--- config.mk ---
export PLATFORM = sky130hd
export DESIGN_NAME = aprs_position_field_formatter_flat
export DESIGN_NICKNAME = d
export VERILOG_FILES = /design/src/rtl/aprs_pfmt_pkg.sv /design/src/rtl/aprs_pfmt_ifs.sv /design/src/rtl/aprs_pfmt_front.sv /design/src/rtl/aprs_pfmt_queue.sv /design/src/rtl/aprs_pfmt_lane.sv /design/src/rtl/aprs_pfmt_back.sv /design/src/rtl/aprs_position_field_formatter.sv /design/src/flat_wrapper.sv
export VERILOG_INCLUDE_DIRS = /design/src /design/src/rtl
export SDC_FILE = /design/constraint.sdc
export NUM_CORES = 2
export LEC_CHECK = 0
export BUFFER_PORTS_ARGS = -buffer_cell sky130_fd_sc_hd__clkbuf_2
export CAP_MARGIN = 10
export CORE_ASPECT_RATIO = 1.5
export CORE_MARGIN = 8
export CORE_UTILIZATION = 25
export CTS_BUF_LIST = sky130_fd_sc_hd__clkbuf_8 sky130_fd_sc_hd__clkbuf_16
export DETAILED_ROUTE_END_ITERATION = 16
export SLEW_MARGIN = 20
export SYNTH_ARGS = -nofsm -noshare
export SYNTH_HDL_FRONTEND = slang
export SYNTH_HIERARCHICAL = 1
export SYNTH_SLANG_ARGS = --single-unit
--- constraint.sdc ---
create_clock -name clk -period 25.1 [get_ports clk]
set_input_delay 2.51 -clock clk [delete_from_list [all_inputs] [get_ports clk]]
set_output_delay 2.51 -clock clk [all_outputs]
set_load 0.03 [all_outputs]
--- src/rtl/assert_macros.svh ---
// ----------------------------------------------------------------------------
// assert_macros.svh
// Concurrent assertion helpers; empty when SYNTHESIS is defined.
// ----------------------------------------------------------------------------
`ifndef ASSERT_MACROS_SVH
`define ASSERT_MACROS_SVH

`ifndef SYNTHESIS
// same-cycle implication property
`define AP_ASSERT(lbl, c, r, prop, msg) \
    lbl: assert property (@(posedge c) disable iff (!r) prop) else $error(msg);
// next-cycle implication
`define AP_ASSERT_NEXT(lbl, c, r, ante, cons, msg) \
    lbl: assert property (@(posedge c) disable iff (!r) (ante) |=> (cons)) else $error(msg);
`else
`define AP_ASSERT(lbl, c, r, prop, msg)
`define AP_ASSERT_NEXT(lbl, c, r, ante, cons, msg)
`endif

`endif

--- src/rtl/aprs_pfmt_pkg.sv ---
// ----------------------------------------------------------------------------
// aprs_pfmt_pkg
// Shared types and constants of the APRS position formatter.
// ----------------------------------------------------------------------------
package aprs_pfmt_pkg;

    typedef struct packed {
        logic        err;
        logic        lat_neg;
        logic [27:0] lat_mag;
        logic        lon_neg;
        logic [27:0] lon_mag;
    } pos_item_t;

    typedef enum logic [2:0] {
        STEP_DEG,
        STEP_REM,
        STEP_SCALE,
        STEP_MIN,
        STEP_REM2,
        STEP_HUN,
        STEP_DONE
    } step_t;

    typedef enum logic [1:0] {
        CFG_SYMBOL_TABLE = 2'd0,
        CFG_SYMBOL_CODE  = 2'd1,
        CFG_AMBIGUITY    = 2'd2
    } cfg_index_t;

    localparam logic signed [31:0] LAT_LIMIT = 32'sd90000000;
    localparam logic signed [31:0] LON_LIMIT = 32'sd180000000;

    // ceil(2^48 / 1e6) and ceil(2^34 / 1e4)
    localparam logic [28:0] RECIP_MICRO = 29'd281474977;
    localparam logic [28:0] RECIP_1E4   = 29'd1717987;
    localparam logic [28:0] MICRO       = 29'd1000000;
    localparam logic [28:0] SIXTY       = 29'd60;

    localparam logic [7:0] CH_N     = 8'h4E;
    localparam logic [7:0] CH_S     = 8'h53;
    localparam logic [7:0] CH_E     = 8'h45;
    localparam logic [7:0] CH_W     = 8'h57;
    localparam logic [7:0] CH_DOT   = 8'h2E;
    localparam logic [7:0] CH_SPACE = 8'h20;
    localparam logic [7:0] CH_ZERO  = 8'h30;

    localparam logic [7:0] SYMBOL_TABLE_RESET = 8'd47;
    localparam logic [7:0] SYMBOL_CODE_RESET  = 8'd42;

    localparam logic [4:0] IDX_TABLE = 5'd8;
    localparam logic [4:0] IDX_LON   = 5'd9;
    localparam logic [4:0] IDX_LAST  = 5'd18;

endpackage

--- src/rtl/aprs_pfmt_ifs.sv ---
// ----------------------------------------------------------------------------
// aprs_pfmt_ifs
// Valid/ready channels: position input, report output, register writes.
// ----------------------------------------------------------------------------
interface aprs_pfmt_pos_if;
    logic               valid;
    logic               ready;
    logic signed [31:0] latitude_microdeg;
    logic signed [31:0] longitude_microdeg;

    modport source (output valid, latitude_microdeg, longitude_microdeg, input ready);
    modport sink   (input valid, latitude_microdeg, longitude_microdeg, output ready);
endinterface

interface aprs_pfmt_rpt_if;
    logic       valid;
    logic       ready;
    logic [7:0] character;
    logic       last;
    logic       range_error;

    modport source (output valid, character, last, range_error, input ready);
    modport sink   (input valid, character, last, range_error, output ready);
endinterface

interface aprs_pfmt_cfg_if;
    logic       valid;
    logic       ready;
    logic [1:0] index;
    logic [6:0] data;

    modport source (output valid, index, data, input ready);
    modport sink   (input valid, index, data, output ready);
endinterface

--- src/rtl/aprs_pfmt_front.sv ---
// ----------------------------------------------------------------------------
// aprs_pfmt_front
// Accepts positions, range checks them, splits sign and magnitude.
// ----------------------------------------------------------------------------
module aprs_pfmt_front (
    aprs_pfmt_pos_if.sink          pos,
    output logic                   push_valid,
    output aprs_pfmt_pkg::pos_item_t push_item,
    input  logic                   push_ready
);
    import aprs_pfmt_pkg::*;

    logic        lat_bad;
    logic        lon_bad;
    logic [31:0] lat_abs;
    logic [31:0] lon_abs;

    assign lat_bad = (pos.latitude_microdeg > LAT_LIMIT) ||
                     (pos.latitude_microdeg < -LAT_LIMIT);
    assign lon_bad = (pos.longitude_microdeg > LON_LIMIT) ||
                     (pos.longitude_microdeg < -LON_LIMIT);

    assign lat_abs = pos.latitude_microdeg[31] ? 32'(-pos.latitude_microdeg)
                                               : 32'(pos.latitude_microdeg);
    assign lon_abs = pos.longitude_microdeg[31] ? 32'(-pos.longitude_microdeg)
                                                : 32'(pos.longitude_microdeg);

    always_comb
    begin
        push_item.err     = lat_bad || lon_bad;
        push_item.lat_neg = pos.latitude_microdeg[31];
        push_item.lat_mag = lat_abs[27:0];
        push_item.lon_neg = pos.longitude_microdeg[31];
        push_item.lon_mag = lon_abs[27:0];
    end

    assign push_valid = pos.valid;
    assign pos.ready  = push_ready;

endmodule

--- src/rtl/aprs_pfmt_queue.sv ---
// ----------------------------------------------------------------------------
// aprs_pfmt_queue
// Short FIFO between the front and the back end.
// ----------------------------------------------------------------------------
`include "assert_macros.svh"

module aprs_pfmt_queue #(
    parameter int DEPTH = 2
) (
    input  logic                     clk,
    input  logic                     rst_n,
    input  logic                     push_valid,
    input  aprs_pfmt_pkg::pos_item_t push_item,
    output logic                     push_ready,
    output logic                     pop_valid,
    output aprs_pfmt_pkg::pos_item_t pop_item,
    input  logic                     pop_ready
);
    import aprs_pfmt_pkg::*;

    localparam int PW = (DEPTH > 1) ? $clog2(DEPTH) : 1;
    localparam int CW = $clog2(DEPTH + 1);

    pos_item_t       mem_reg [DEPTH];
    logic [PW-1:0]   wr_ptr_reg, wr_ptr_next;
    logic [PW-1:0]   rd_ptr_reg, rd_ptr_next;
    logic [CW-1:0]   count_reg, count_next;
    logic            push_fire;
    logic            pop_fire;

    assign push_ready = (count_reg != CW'(DEPTH));
    assign pop_valid  = (count_reg != '0);
    assign pop_item   = mem_reg[rd_ptr_reg];
    assign push_fire  = push_valid && push_ready;
    assign pop_fire   = pop_valid && pop_ready;

    always_comb
    begin
        wr_ptr_next = wr_ptr_reg;
        rd_ptr_next = rd_ptr_reg;
        count_next  = count_reg;
        if (push_fire)
        begin
            wr_ptr_next = (wr_ptr_reg == PW'(DEPTH - 1)) ? '0 : wr_ptr_reg + 1'b1;
        end
        if (pop_fire)
        begin
            rd_ptr_next = (rd_ptr_reg == PW'(DEPTH - 1)) ? '0 : rd_ptr_reg + 1'b1;
        end
        if (push_fire && !pop_fire)
        begin
            count_next = count_reg + 1'b1;
        end
        else if (pop_fire && !push_fire)
        begin
            count_next = count_reg - 1'b1;
        end
    end

    always_ff @(posedge clk or negedge rst_n)
    begin
        if (!rst_n)
        begin
            wr_ptr_reg <= '0;
            rd_ptr_reg <= '0;
            count_reg  <= '0;
        end
        else
        begin
            wr_ptr_reg <= wr_ptr_next;
            rd_ptr_reg <= rd_ptr_next;
            count_reg  <= count_next;
        end
    end

    always_ff @(posedge clk)
    begin
        if (push_fire)
        begin
            mem_reg[wr_ptr_reg] <= push_item;
        end
    end

    `AP_ASSERT(a_count_bound, clk, rst_n, count_reg <= CW'(DEPTH), "queue overfilled")
    `AP_ASSERT_NEXT(a_count_up, clk, rst_n, push_fire && !pop_fire, count_reg == $past(count_reg) + 1'b1, "count did not rise")
    `AP_ASSERT_NEXT(a_count_dn, clk, rst_n, pop_fire && !push_fire, count_reg == $past(count_reg) - 1'b1, "count did not fall")

endmodule

--- src/rtl/aprs_pfmt_lane.sv ---
// ----------------------------------------------------------------------------
// aprs_pfmt_lane
// Splits one coordinate magnitude into degrees, minutes and hundredths
// with a single reciprocal multiplier stepped by the back end.
// ----------------------------------------------------------------------------
module aprs_pfmt_lane (
    input  logic                 clk,
    input  logic                 load,
    input  logic [27:0]          mag,
    input  aprs_pfmt_pkg::step_t step,
    output logic [7:0]           deg,
    output logic [5:0]           mnt,
    output logic [6:0]           hun
);
    import aprs_pfmt_pkg::*;

    logic [27:0] w_reg, w_next;
    logic [7:0]  deg_reg, deg_next;
    logic [5:0]  mnt_reg, mnt_next;
    logic [6:0]  hun_reg, hun_next;
    logic [27:0] mul_a;
    logic [28:0] mul_b;
    logic [56:0] prod;

    always_comb
    begin
        case (step)
            STEP_DEG:   begin mul_a = w_reg;                mul_b = RECIP_MICRO; end
            STEP_REM:   begin mul_a = {20'd0, deg_reg};     mul_b = MICRO;       end
            STEP_SCALE: begin mul_a = w_reg;                mul_b = SIXTY;       end
            STEP_MIN:   begin mul_a = w_reg;                mul_b = RECIP_MICRO; end
            STEP_REM2:  begin mul_a = {22'd0, mnt_reg};     mul_b = MICRO;       end
            STEP_HUN:   begin mul_a = w_reg;                mul_b = RECIP_1E4;   end
            default:    begin mul_a = '0;                   mul_b = '0;          end
        endcase
    end

    assign prod = 57'(mul_a) * 57'(mul_b);

    always_comb
    begin
        w_next   = w_reg;
        deg_next = deg_reg;
        mnt_next = mnt_reg;
        hun_next = hun_reg;
        if (load)
        begin
            w_next = mag;
        end
        else
        begin
            case (step)
                STEP_DEG:   deg_next = prod[55:48];
                STEP_REM:   w_next   = w_reg - prod[27:0];
                STEP_SCALE: w_next   = prod[27:0];
                STEP_MIN:   mnt_next = prod[53:48];
                STEP_REM2:  w_next   = w_reg - prod[27:0];
                STEP_HUN:   hun_next = prod[40:34];
                default:    w_next   = w_reg;
            endcase
        end
    end

    always_ff @(posedge clk)
    begin
        w_reg   <= w_next;
        deg_reg <= deg_next;
        mnt_reg <= mnt_next;
        hun_reg <= hun_next;
    end

    assign deg = deg_reg;
    assign mnt = mnt_reg;
    assign hun = hun_reg;

endmodule

--- src/rtl/aprs_pfmt_back.sv ---
// ----------------------------------------------------------------------------
// aprs_pfmt_back
// Converts queued positions in two lanes and serializes the report bytes.
// ----------------------------------------------------------------------------
`include "assert_macros.svh"

module aprs_pfmt_back (
    input  logic                     clk,
    input  logic                     rst_n,
    input  logic                     pop_valid,
    input  aprs_pfmt_pkg::pos_item_t pop_item,
    output logic                     pop_ready,
    input  logic [6:0]               symbol_table,
    input  logic [6:0]               symbol_code,
    input  logic [2:0]               ambiguity,
    aprs_pfmt_rpt_if.source          rpt
);
    import aprs_pfmt_pkg::*;

    function automatic logic [7:0] div10(input logic [7:0] x);
        logic [15:0] p;
        p = 16'(x) * 16'd205;
        return {3'd0, p[15:11]};
    endfunction

    function automatic logic [7:0] mul10(input logic [7:0] x);
        return 8'({x[4:0], 3'd0}) + 8'({x[6:0], 1'b0});
    endfunction

    function automatic logic [7:0] digit(input logic [7:0] d);
        return CH_ZERO + {4'd0, d[3:0]};
    endfunction

    // sel: hundreds, tens, units of degrees, minute tens/units, dot,
    // hundredth tens/units, hemisphere
    function automatic logic [7:0] coord_char(
        input logic [3:0] sel,
        input logic [7:0] deg,
        input logic [5:0] mnt,
        input logic [6:0] hun,
        input logic       neg,
        input logic [7:0] pos_ch,
        input logic [7:0] neg_ch,
        input logic [2:0] amb
    );
        logic [7:0] dq;
        logic [7:0] d2;
        logic [7:0] mq;
        logic [7:0] hq;
        logic [7:0] ch;
        dq = div10(deg);
        d2 = div10(dq);
        mq = div10({2'd0, mnt});
        hq = div10({1'b0, hun});
        case (sel)
            4'd0:    ch = digit(d2);
            4'd1:    ch = digit(dq - mul10(d2));
            4'd2:    ch = digit(deg - mul10(dq));
            4'd3:    ch = (amb > 3'd3) ? CH_SPACE : digit(mq);
            4'd4:    ch = (amb > 3'd2) ? CH_SPACE : digit({2'd0, mnt} - mul10(mq));
            4'd5:    ch = CH_DOT;
            4'd6:    ch = (amb > 3'd1) ? CH_SPACE : digit(hq);
            4'd7:    ch = (amb > 3'd0) ? CH_SPACE : digit({1'b0, hun} - mul10(hq));
            4'd8:    ch = neg ? neg_ch : pos_ch;
            default: ch = CH_SPACE;
        endcase
        return ch;
    endfunction

    logic        conv_valid_reg, conv_valid_next;
    logic        conv_err_reg, conv_err_next;
    logic        conv_lat_neg_reg, conv_lat_neg_next;
    logic        conv_lon_neg_reg, conv_lon_neg_next;
    step_t       step_reg, step_next;
    step_t       lane_step;

    logic [7:0]  lat_deg, lon_deg;
    logic [5:0]  lat_mnt, lon_mnt;
    logic [6:0]  lat_hun, lon_hun;

    logic        emit_valid_reg, emit_valid_next;
    logic [4:0]  emit_idx_reg, emit_idx_next;
    logic        emit_err_reg, emit_err_next;
    logic        emit_lat_neg_reg, emit_lat_neg_next;
    logic        emit_lon_neg_reg, emit_lon_neg_next;
    logic [7:0]  emit_lat_deg_reg, emit_lat_deg_next;
    logic [5:0]  emit_lat_mnt_reg, emit_lat_mnt_next;
    logic [6:0]  emit_lat_hun_reg, emit_lat_hun_next;
    logic [7:0]  emit_lon_deg_reg, emit_lon_deg_next;
    logic [5:0]  emit_lon_mnt_reg, emit_lon_mnt_next;
    logic [6:0]  emit_lon_hun_reg, emit_lon_hun_next;

    logic        pop_fire;
    logic        conv_done;
    logic        out_fire;
    logic        out_last;
    logic        handoff;
    logic [3:0]  lat_sel;
    logic [3:0]  lon_sel;
    logic [7:0]  report_char;

    assign pop_ready = !conv_valid_reg;
    assign pop_fire  = pop_valid && pop_ready;
    assign conv_done = conv_valid_reg && (step_reg == STEP_DONE);
    assign out_fire  = rpt.valid && rpt.ready;
    assign out_last  = emit_err_reg || (emit_idx_reg == IDX_LAST);
    assign handoff   = conv_done && (!emit_valid_reg || (out_fire && out_last));
    assign lane_step = conv_valid_reg ? step_reg : STEP_DONE;

    aprs_pfmt_lane u_lat (
        .clk  (clk),
        .load (pop_fire),
        .mag  (pop_item.lat_mag),
        .step (lane_step),
        .deg  (lat_deg),
        .mnt  (lat_mnt),
        .hun  (lat_hun)
    );

    aprs_pfmt_lane u_lon (
        .clk  (clk),
        .load (pop_fire),
        .mag  (pop_item.lon_mag),
        .step (lane_step),
        .deg  (lon_deg),
        .mnt  (lon_mnt),
        .hun  (lon_hun)
    );

    always_comb
    begin
        conv_valid_next   = conv_valid_reg;
        conv_err_next     = conv_err_reg;
        conv_lat_neg_next = conv_lat_neg_reg;
        conv_lon_neg_next = conv_lon_neg_reg;
        step_next         = step_reg;
        if (pop_fire)
        begin
            conv_valid_next   = 1'b1;
            conv_err_next     = pop_item.err;
            conv_lat_neg_next = pop_item.lat_neg;
            conv_lon_neg_next = pop_item.lon_neg;
            step_next         = pop_item.err ? STEP_DONE : STEP_DEG;
        end
        else if (handoff)
        begin
            conv_valid_next = 1'b0;
        end
        else if (conv_valid_reg && (step_reg != STEP_DONE))
        begin
            step_next = step_t'(step_reg + 3'd1);
        end
    end

    always_comb
    begin
        emit_valid_next   = emit_valid_reg;
        emit_idx_next     = emit_idx_reg;
        emit_err_next     = emit_err_reg;
        emit_lat_neg_next = emit_lat_neg_reg;
        emit_lon_neg_next = emit_lon_neg_reg;
        emit_lat_deg_next = emit_lat_deg_reg;
        emit_lat_mnt_next = emit_lat_mnt_reg;
        emit_lat_hun_next = emit_lat_hun_reg;
        emit_lon_deg_next = emit_lon_deg_reg;
        emit_lon_mnt_next = emit_lon_mnt_reg;
        emit_lon_hun_next = emit_lon_hun_reg;
        if (handoff)
        begin
            emit_valid_next   = 1'b1;
            emit_idx_next     = '0;
            emit_err_next     = conv_err_reg;
            emit_lat_neg_next = conv_lat_neg_reg;
            emit_lon_neg_next = conv_lon_neg_reg;
            emit_lat_deg_next = lat_deg;
            emit_lat_mnt_next = lat_mnt;
            emit_lat_hun_next = lat_hun;
            emit_lon_deg_next = lon_deg;
            emit_lon_mnt_next = lon_mnt;
            emit_lon_hun_next = lon_hun;
        end
        else if (out_fire)
        begin
            if (out_last)
            begin
                emit_valid_next = 1'b0;
            end
            else
            begin
                emit_idx_next = emit_idx_reg + 5'd1;
            end
        end
    end

    always_ff @(posedge clk or negedge rst_n)
    begin
        if (!rst_n)
        begin
            conv_valid_reg <= 1'b0;
            step_reg       <= STEP_DONE;
            emit_valid_reg <= 1'b0;
            emit_idx_reg   <= '0;
        end
        else
        begin
            conv_valid_reg <= conv_valid_next;
            step_reg       <= step_next;
            emit_valid_reg <= emit_valid_next;
            emit_idx_reg   <= emit_idx_next;
        end
    end

    always_ff @(posedge clk)
    begin
        conv_err_reg     <= conv_err_next;
        conv_lat_neg_reg <= conv_lat_neg_next;
        conv_lon_neg_reg <= conv_lon_neg_next;
        emit_err_reg     <= emit_err_next;
        emit_lat_neg_reg <= emit_lat_neg_next;
        emit_lon_neg_reg <= emit_lon_neg_next;
        emit_lat_deg_reg <= emit_lat_deg_next;
        emit_lat_mnt_reg <= emit_lat_mnt_next;
        emit_lat_hun_reg <= emit_lat_hun_next;
        emit_lon_deg_reg <= emit_lon_deg_next;
        emit_lon_mnt_reg <= emit_lon_mnt_next;
        emit_lon_hun_reg <= emit_lon_hun_next;
    end

    // latitude skips the hundreds-of-degrees slot
    assign lat_sel = 4'(emit_idx_reg + 5'd1);
    assign lon_sel = 4'(emit_idx_reg - IDX_LON);

    always_comb
    begin
        if (emit_idx_reg < IDX_TABLE)
        begin
            report_char = coord_char(lat_sel, emit_lat_deg_reg, emit_lat_mnt_reg,
                                     emit_lat_hun_reg, emit_lat_neg_reg, CH_N, CH_S,
                                     ambiguity);
        end
        else if (emit_idx_reg == IDX_TABLE)
        begin
            report_char = {1'b0, symbol_table};
        end
        else if (emit_idx_reg < IDX_LAST)
        begin
            report_char = coord_char(lon_sel, emit_lon_deg_reg, emit_lon_mnt_reg,
                                     emit_lon_hun_reg, emit_lon_neg_reg, CH_E, CH_W,
                                     ambiguity);
        end
        else
        begin
            report_char = {1'b0, symbol_code};
        end
    end

    assign rpt.valid       = emit_valid_reg;
    assign rpt.last        = out_last;
    assign rpt.range_error = emit_err_reg;
    assign rpt.character   = emit_err_reg ? 8'd0 : report_char;

    `AP_ASSERT_NEXT(a_pop_starts, clk, rst_n, pop_fire, conv_valid_reg, "conversion not started")
    `AP_ASSERT_NEXT(a_handoff, clk, rst_n, handoff, emit_valid_reg && (emit_idx_reg == 5'd0), "report not loaded")
    `AP_ASSERT(a_idx_bound, clk, rst_n, emit_valid_reg |-> (emit_idx_reg <= IDX_LAST), "byte index past end")
    `AP_ASSERT(a_err_byte, clk, rst_n, (rpt.valid && rpt.range_error) |-> (rpt.last && (rpt.character == 8'd0)), "bad error transaction")

endmodule

--- src/rtl/aprs_position_field_formatter.sv ---
// ----------------------------------------------------------------------------
// aprs_position_field_formatter
// Formats a signed-microdegree position into the 19-byte APRS base report.
// ----------------------------------------------------------------------------
// A position in range produces 19 report transactions, one byte per cycle
// while the report side is ready; an out-of-range position produces one
// transaction. The byte serializer, not the conversion, limits how often a
// new position is taken: conversion to degrees, minutes and hundredths uses
// one reciprocal multiplier per coordinate and overlaps the previous report.
// An accepted position passes the queue, the conversion steps and the emit
// registers before its first byte appears. A QUEUE_DEPTH-entry queue sits
// between the input and the converter. Register writes are taken every cycle.
// ----------------------------------------------------------------------------
module aprs_position_field_formatter #(
    parameter int QUEUE_DEPTH = 2
) (
    input  logic            clk,
    input  logic            rst_n,
    aprs_pfmt_pos_if.sink   pos,
    aprs_pfmt_rpt_if.source rpt,
    aprs_pfmt_cfg_if.sink   cfg
);
    import aprs_pfmt_pkg::*;

    logic [6:0] symbol_table_reg, symbol_table_next;
    logic [6:0] symbol_code_reg, symbol_code_next;
    logic [2:0] ambiguity_reg, ambiguity_next;

    logic       push_valid;
    logic       push_ready;
    pos_item_t  push_item;
    logic       pop_valid;
    logic       pop_ready;
    pos_item_t  pop_item;

    assign cfg.ready = 1'b1;

    always_comb
    begin
        symbol_table_next = symbol_table_reg;
        symbol_code_next  = symbol_code_reg;
        ambiguity_next    = ambiguity_reg;
        if (cfg.valid)
        begin
            case (cfg.index)
                CFG_SYMBOL_TABLE: symbol_table_next = cfg.data;
                CFG_SYMBOL_CODE:  symbol_code_next  = cfg.data;
                CFG_AMBIGUITY:    ambiguity_next    = cfg.data[2:0];
                default:          ambiguity_next    = ambiguity_reg;
            endcase
        end
    end

    always_ff @(posedge clk or negedge rst_n)
    begin
        if (!rst_n)
        begin
            symbol_table_reg <= SYMBOL_TABLE_RESET[6:0];
            symbol_code_reg  <= SYMBOL_CODE_RESET[6:0];
            ambiguity_reg    <= '0;
        end
        else
        begin
            symbol_table_reg <= symbol_table_next;
            symbol_code_reg  <= symbol_code_next;
            ambiguity_reg    <= ambiguity_next;
        end
    end

    aprs_pfmt_front u_front (
        .pos        (pos),
        .push_valid (push_valid),
        .push_item  (push_item),
        .push_ready (push_ready)
    );

    aprs_pfmt_queue #(
        .DEPTH (QUEUE_DEPTH)
    ) u_queue (
        .clk        (clk),
        .rst_n      (rst_n),
        .push_valid (push_valid),
        .push_item  (push_item),
        .push_ready (push_ready),
        .pop_valid  (pop_valid),
        .pop_item   (pop_item),
        .pop_ready  (pop_ready)
    );

    aprs_pfmt_back u_back (
        .clk          (clk),
        .rst_n        (rst_n),
        .pop_valid    (pop_valid),
        .pop_item     (pop_item),
        .pop_ready    (pop_ready),
        .symbol_table (symbol_table_reg),
        .symbol_code  (symbol_code_reg),
        .ambiguity    (ambiguity_reg),
        .rpt          (rpt)
    );

endmodule
--- src/flat_wrapper.sv ---
// flat-port wrapper written by rule: the top's interface ports become plain ports
module aprs_position_field_formatter_flat import aprs_pfmt_pkg::*;
#(
    parameter int QUEUE_DEPTH = 2
)
  (clk, rst_n, pos_valid, pos_latitude_microdeg, pos_longitude_microdeg, pos_ready, rpt_valid, rpt_character, rpt_last, rpt_range_error, rpt_ready, cfg_valid, cfg_index, cfg_data, cfg_ready);
  aprs_pfmt_pos_if pos_i ();
  aprs_pfmt_rpt_if rpt_i ();
  aprs_pfmt_cfg_if cfg_i ();
  input  logic clk;
  input  logic rst_n;
  input wire logic [$bits(pos_i.valid)-1:0] pos_valid;
  input wire logic [$bits(pos_i.latitude_microdeg)-1:0] pos_latitude_microdeg;
  input wire logic [$bits(pos_i.longitude_microdeg)-1:0] pos_longitude_microdeg;
  output wire logic [$bits(pos_i.ready)-1:0] pos_ready;
  output wire logic [$bits(rpt_i.valid)-1:0] rpt_valid;
  output wire logic [$bits(rpt_i.character)-1:0] rpt_character;
  output wire logic [$bits(rpt_i.last)-1:0] rpt_last;
  output wire logic [$bits(rpt_i.range_error)-1:0] rpt_range_error;
  input wire logic [$bits(rpt_i.ready)-1:0] rpt_ready;
  input wire logic [$bits(cfg_i.valid)-1:0] cfg_valid;
  input wire logic [$bits(cfg_i.index)-1:0] cfg_index;
  input wire logic [$bits(cfg_i.data)-1:0] cfg_data;
  output wire logic [$bits(cfg_i.ready)-1:0] cfg_ready;
  assign pos_i.valid = pos_valid;
  assign pos_i.latitude_microdeg = pos_latitude_microdeg;
  assign pos_i.longitude_microdeg = pos_longitude_microdeg;
  assign pos_ready = pos_i.ready;
  assign rpt_valid = rpt_i.valid;
  assign rpt_character = rpt_i.character;
  assign rpt_last = rpt_i.last;
  assign rpt_range_error = rpt_i.range_error;
  assign rpt_i.ready = rpt_ready;
  assign cfg_i.valid = cfg_valid;
  assign cfg_i.index = cfg_index;
  assign cfg_i.data = cfg_data;
  assign cfg_ready = cfg_i.ready;
  aprs_position_field_formatter #(.QUEUE_DEPTH(QUEUE_DEPTH)) u_core (.clk(clk), .rst_n(rst_n), .pos(pos_i), .rpt(rpt_i), .cfg(cfg_i));
endmodule
==> metrics.log <==
INFO  metric io_pins = 91
INFO  metric clock-skew-final = 14.0 ps
INFO  metric critical_path.max_stage_delay = 590 ps
INFO  metric crit_type = reg2reg
INFO  metric areaGrowthSynthToFinish = 8.75%
INFO  metric dominant_combinational_cell_family_by_area_after_synthesis = adder cells
INFO  metric post_synthesis_sequential_element_count = 295
INFO  metric maximum_number_of_pins_on_one_net_before_global_route_repair = 63
INFO  metric share_of_synthesized_registers_carrying_an_async_set_or_reset = 10.5%
INFO  metric buffer_ports.inserted = 88
INFO  metric ctsHoldBuffers = 0
INFO  metric period_needed = 12,660 ps
INFO  metric synth_simple_gate_area_share = 9.58%
INFO  metric grt_pass1_wl = 309,000 um
INFO  metric worstSetupStartpointType = flip-flop
INFO  metric die_height = 635 um
INFO  metric totalNegativeSetupSlack = 0 ps
INFO  metric cts.path.max_buffers = 3
INFO  metric synth-warning-count = 6
INFO  metric synth_compound_gate_area_share = 8.00%
INFO  metric largest_register_ffs = 118
INFO  metric report.final.setup_viol = 0
INFO  metric drt_wl_total = 206,000 um
INFO  metric cts_root_buf = clkbuf_16
INFO  metric muxShareOfSynthArea = 2.04%
INFO  metric first_global_vias = 50,774
INFO  metric fp.dieArea = 272,000 um2
INFO  metric portion_of_the_clock_cycle_consumed_by_the_worst_path_in_the_final_layout = 50.4%
INFO  metric utilization = 27.3%
INFO  metric dr.first_iter.drc_count = 2,508
INFO  metric outcome = completed
INFO  metric synth-adder-area-share = 52.2%
INFO  metric via_count = 45,551
INFO  metric initial_core_utilization = 25.1%
INFO  metric cts_made_buffers = 34
INFO  metric final_hold_viol_count = 0
INFO  metric synthesis.area = 63,900 um2
INFO  metric path_buf_inv = 6
INFO  metric fmaxAchievable = 0.0790 GHz
INFO  metric route.detailed.vias_per_inst = 4.61
INFO  metric clock_insertion_delay_worst_skew = 600 ps
INFO  metric cpMostUsedCell = fa_1
INFO  metric arrival_time_worst_endpoint = 13,000 ps
INFO  metric cts_htree_levels = 2
INFO  metric drt-pass1-iter-count = 6
INFO  metric rows = 227
INFO  metric residual_drc = 0
INFO  metric cpMaxStageDelayCell = dfrtp_1
INFO  metric grt_antenna_before_repair = 8
INFO  metric core_area = 254,000 um2
INFO  metric grt_util_all_layers = 14.9%
INFO  metric post_synth_inst_count = 6,482
INFO  metric max-slew-margin-rel = 15.0%
INFO  metric max_cap_viol_count = 0
INFO  metric nets = 8,612
INFO  metric post_synth_edffs = 264
INFO  metric final_antenna_net_count = 0
INFO  metric synth-seq-area-share = 13.6%
INFO  metric post_synth_num_cell_types = 123
INFO  metric avgSynthCellArea = 9.86 um2
INFO  metric globalplace.congestion = 0.970
INFO  metric critPathRequiredTime = 25,450 ps
INFO  metric chipWidth = 429 um
INFO  metric globalRoute.totalOverflow = 0
INFO  metric clock_tree_from_tritoncts = done
INFO  metric detailedPlacementHpwl = 182,000 um
INFO  metric max_slew.worst_pin.slew = 1280 ps
INFO  metric cts_resized = 0
INFO  metric maxSlewViolCount = 0
INFO  metric final_layout_size_suffix_gt1_share = 6.03%
INFO  metric cp_top_family = adder cells
INFO  metric avgRoutedWirePerCell = 20.8 um
INFO  metric sort_of_element_at_the_end_of_the_critical_path = flip-flop
INFO  metric cts.clk_slew.worst_paths = 70 ps
INFO  metric grt_setup_unrepaired = no
INFO  metric cts_setup_buffers = 0
INFO  metric synth_xor_xnor_area_share = 3.60%
INFO  metric critical_path_maximum_fanout = 14
INFO  metric yosys_most_used_dff = edfxtp_1
INFO  metric class_of_the_most_critical_hold_timing_path = reg2reg
INFO  metric cts.sinks = 295
[metrics by stage]
stage | setup WS [ps] | hold slack (ps) | area [um2] | std cells
floorplan | 13780 | 400 | 64000 | 6518
global placement | 12680 | 417 | 68300 | 9826
detailed placement | 12550 | 414 | 68300 | 9826
CTS | 12570 | 430 | 69500 | 9887
global route | 11810 | 445 | 69500 | 9887
finish | 12440 | 430 | 69500 | 9890
[cell families after synthesis]
family,Yosys count
AO/OA/AOI/OAI,777
XOR/XNOR,256
multiplexers,95
buffers and inverters,1814
adder cells (fa/ha/maj),2003
AND/OR/NAND/NOR,1236
other,6
flip-flops,295
[layer usage]
layer / GRT usage, % / vias up / wire (um)
met1: 15.4 / 23236 / 71900
met3: 1.68 / 447 / 7800
met4: 8.58 / 2 / 14900
met2: 28.7 / 1271 / 111000
met5: 0 / - / 18
li1: - / 20595 / -
[synthesized netlist by cell type, types with 27 or more instances]
cell	instances	area share, %
fa_1	1105	35
nand2b_1	62	0.61
or2_2	39	0.38
nand2_1	375	2.2
mux2_2	27	0.48
ha_1	887	17
nor3_1	41	0.32
nand3_1	82	0.64
mux2_4	60	1.4
nand4_1	29	0.28
inv_1	1672	9.8
and2_1	128	1.3
o21ai_0	163	1.3
clkbuf_1	106	0.62
a21oi_1	225	1.8
xor2_1	95	1.3
nor2_1	281	1.7
nor2b_1	37	0.36
edfxtp_1	264	12
xnor2_1	156	2.1
and3_1	43	0.42
a21o_1	81	0.95
[final cells by class]
class	instances	area, um2
Inverter	1672	6280
Clock buffer	34	851
Fill cell	27000	185000
Multi-Input combinational cell	4409	48400
Timing Repair Buffer	130	756
Clock inverter	27	308
Tap cell	3320	4150
Sequential cell	295	8720
Antenna cell	3	7.51
[placed cells by master (no fill, tap or decap), drive strengths merged, types with 122 or more instances in the layout]
cell type / synthesis / routed
ha: 887 / 887
nand2: 375 / 375
clkbuf: 106 / 122
inv: 1672 / 1678
edfxtp: 264 / 264
o21ai: 183 / 183
fa: 1105 / 1105
and2: 131 / 131
nor2: 281 / 281
xnor2: 157 / 157
a21oi: 235 / 235
[final timing paths]
kind | slack (ps) | startpoint | cells past startpoint | endpoint
max | 12440 | u_core/u_back/conv_valid_reg$_DFFE_PN0P_ | 45 | u_core/u_back/u_lon/w_reg[27]$_DFFE_PP_
min | 430 | u_core/u_back/u_lat/hun[4]$_DFFE_PP_ | 0 | u_core/u_back/emit_lat_hun_reg[4]$_DFFE_PP_
max reg2reg | 12440 | u_core/u_back/conv_valid_reg$_DFFE_PN0P_ | 45 | u_core/u_back/u_lon/w_reg[27]$_DFFE_PP_
min reg2reg | 430 | u_core/u_back/u_lat/hun[4]$_DFFE_PP_ | 0 | u_core/u_back/emit_lat_hun_reg[4]$_DFFE_PP_
max in group asynchronous | 22340 | rst_n | 1 | u_core/u_queue/rd_ptr_reg$_DFFE_PN0P_
min in group asynchronous | 2040 | rst_n | 1 | u_core/u_queue/wr_ptr_reg$_DFFE_PN0P_
Power is not shown: default switching activity piles up to over one toggle a cycle in this logic, so the estimate is an artifact.
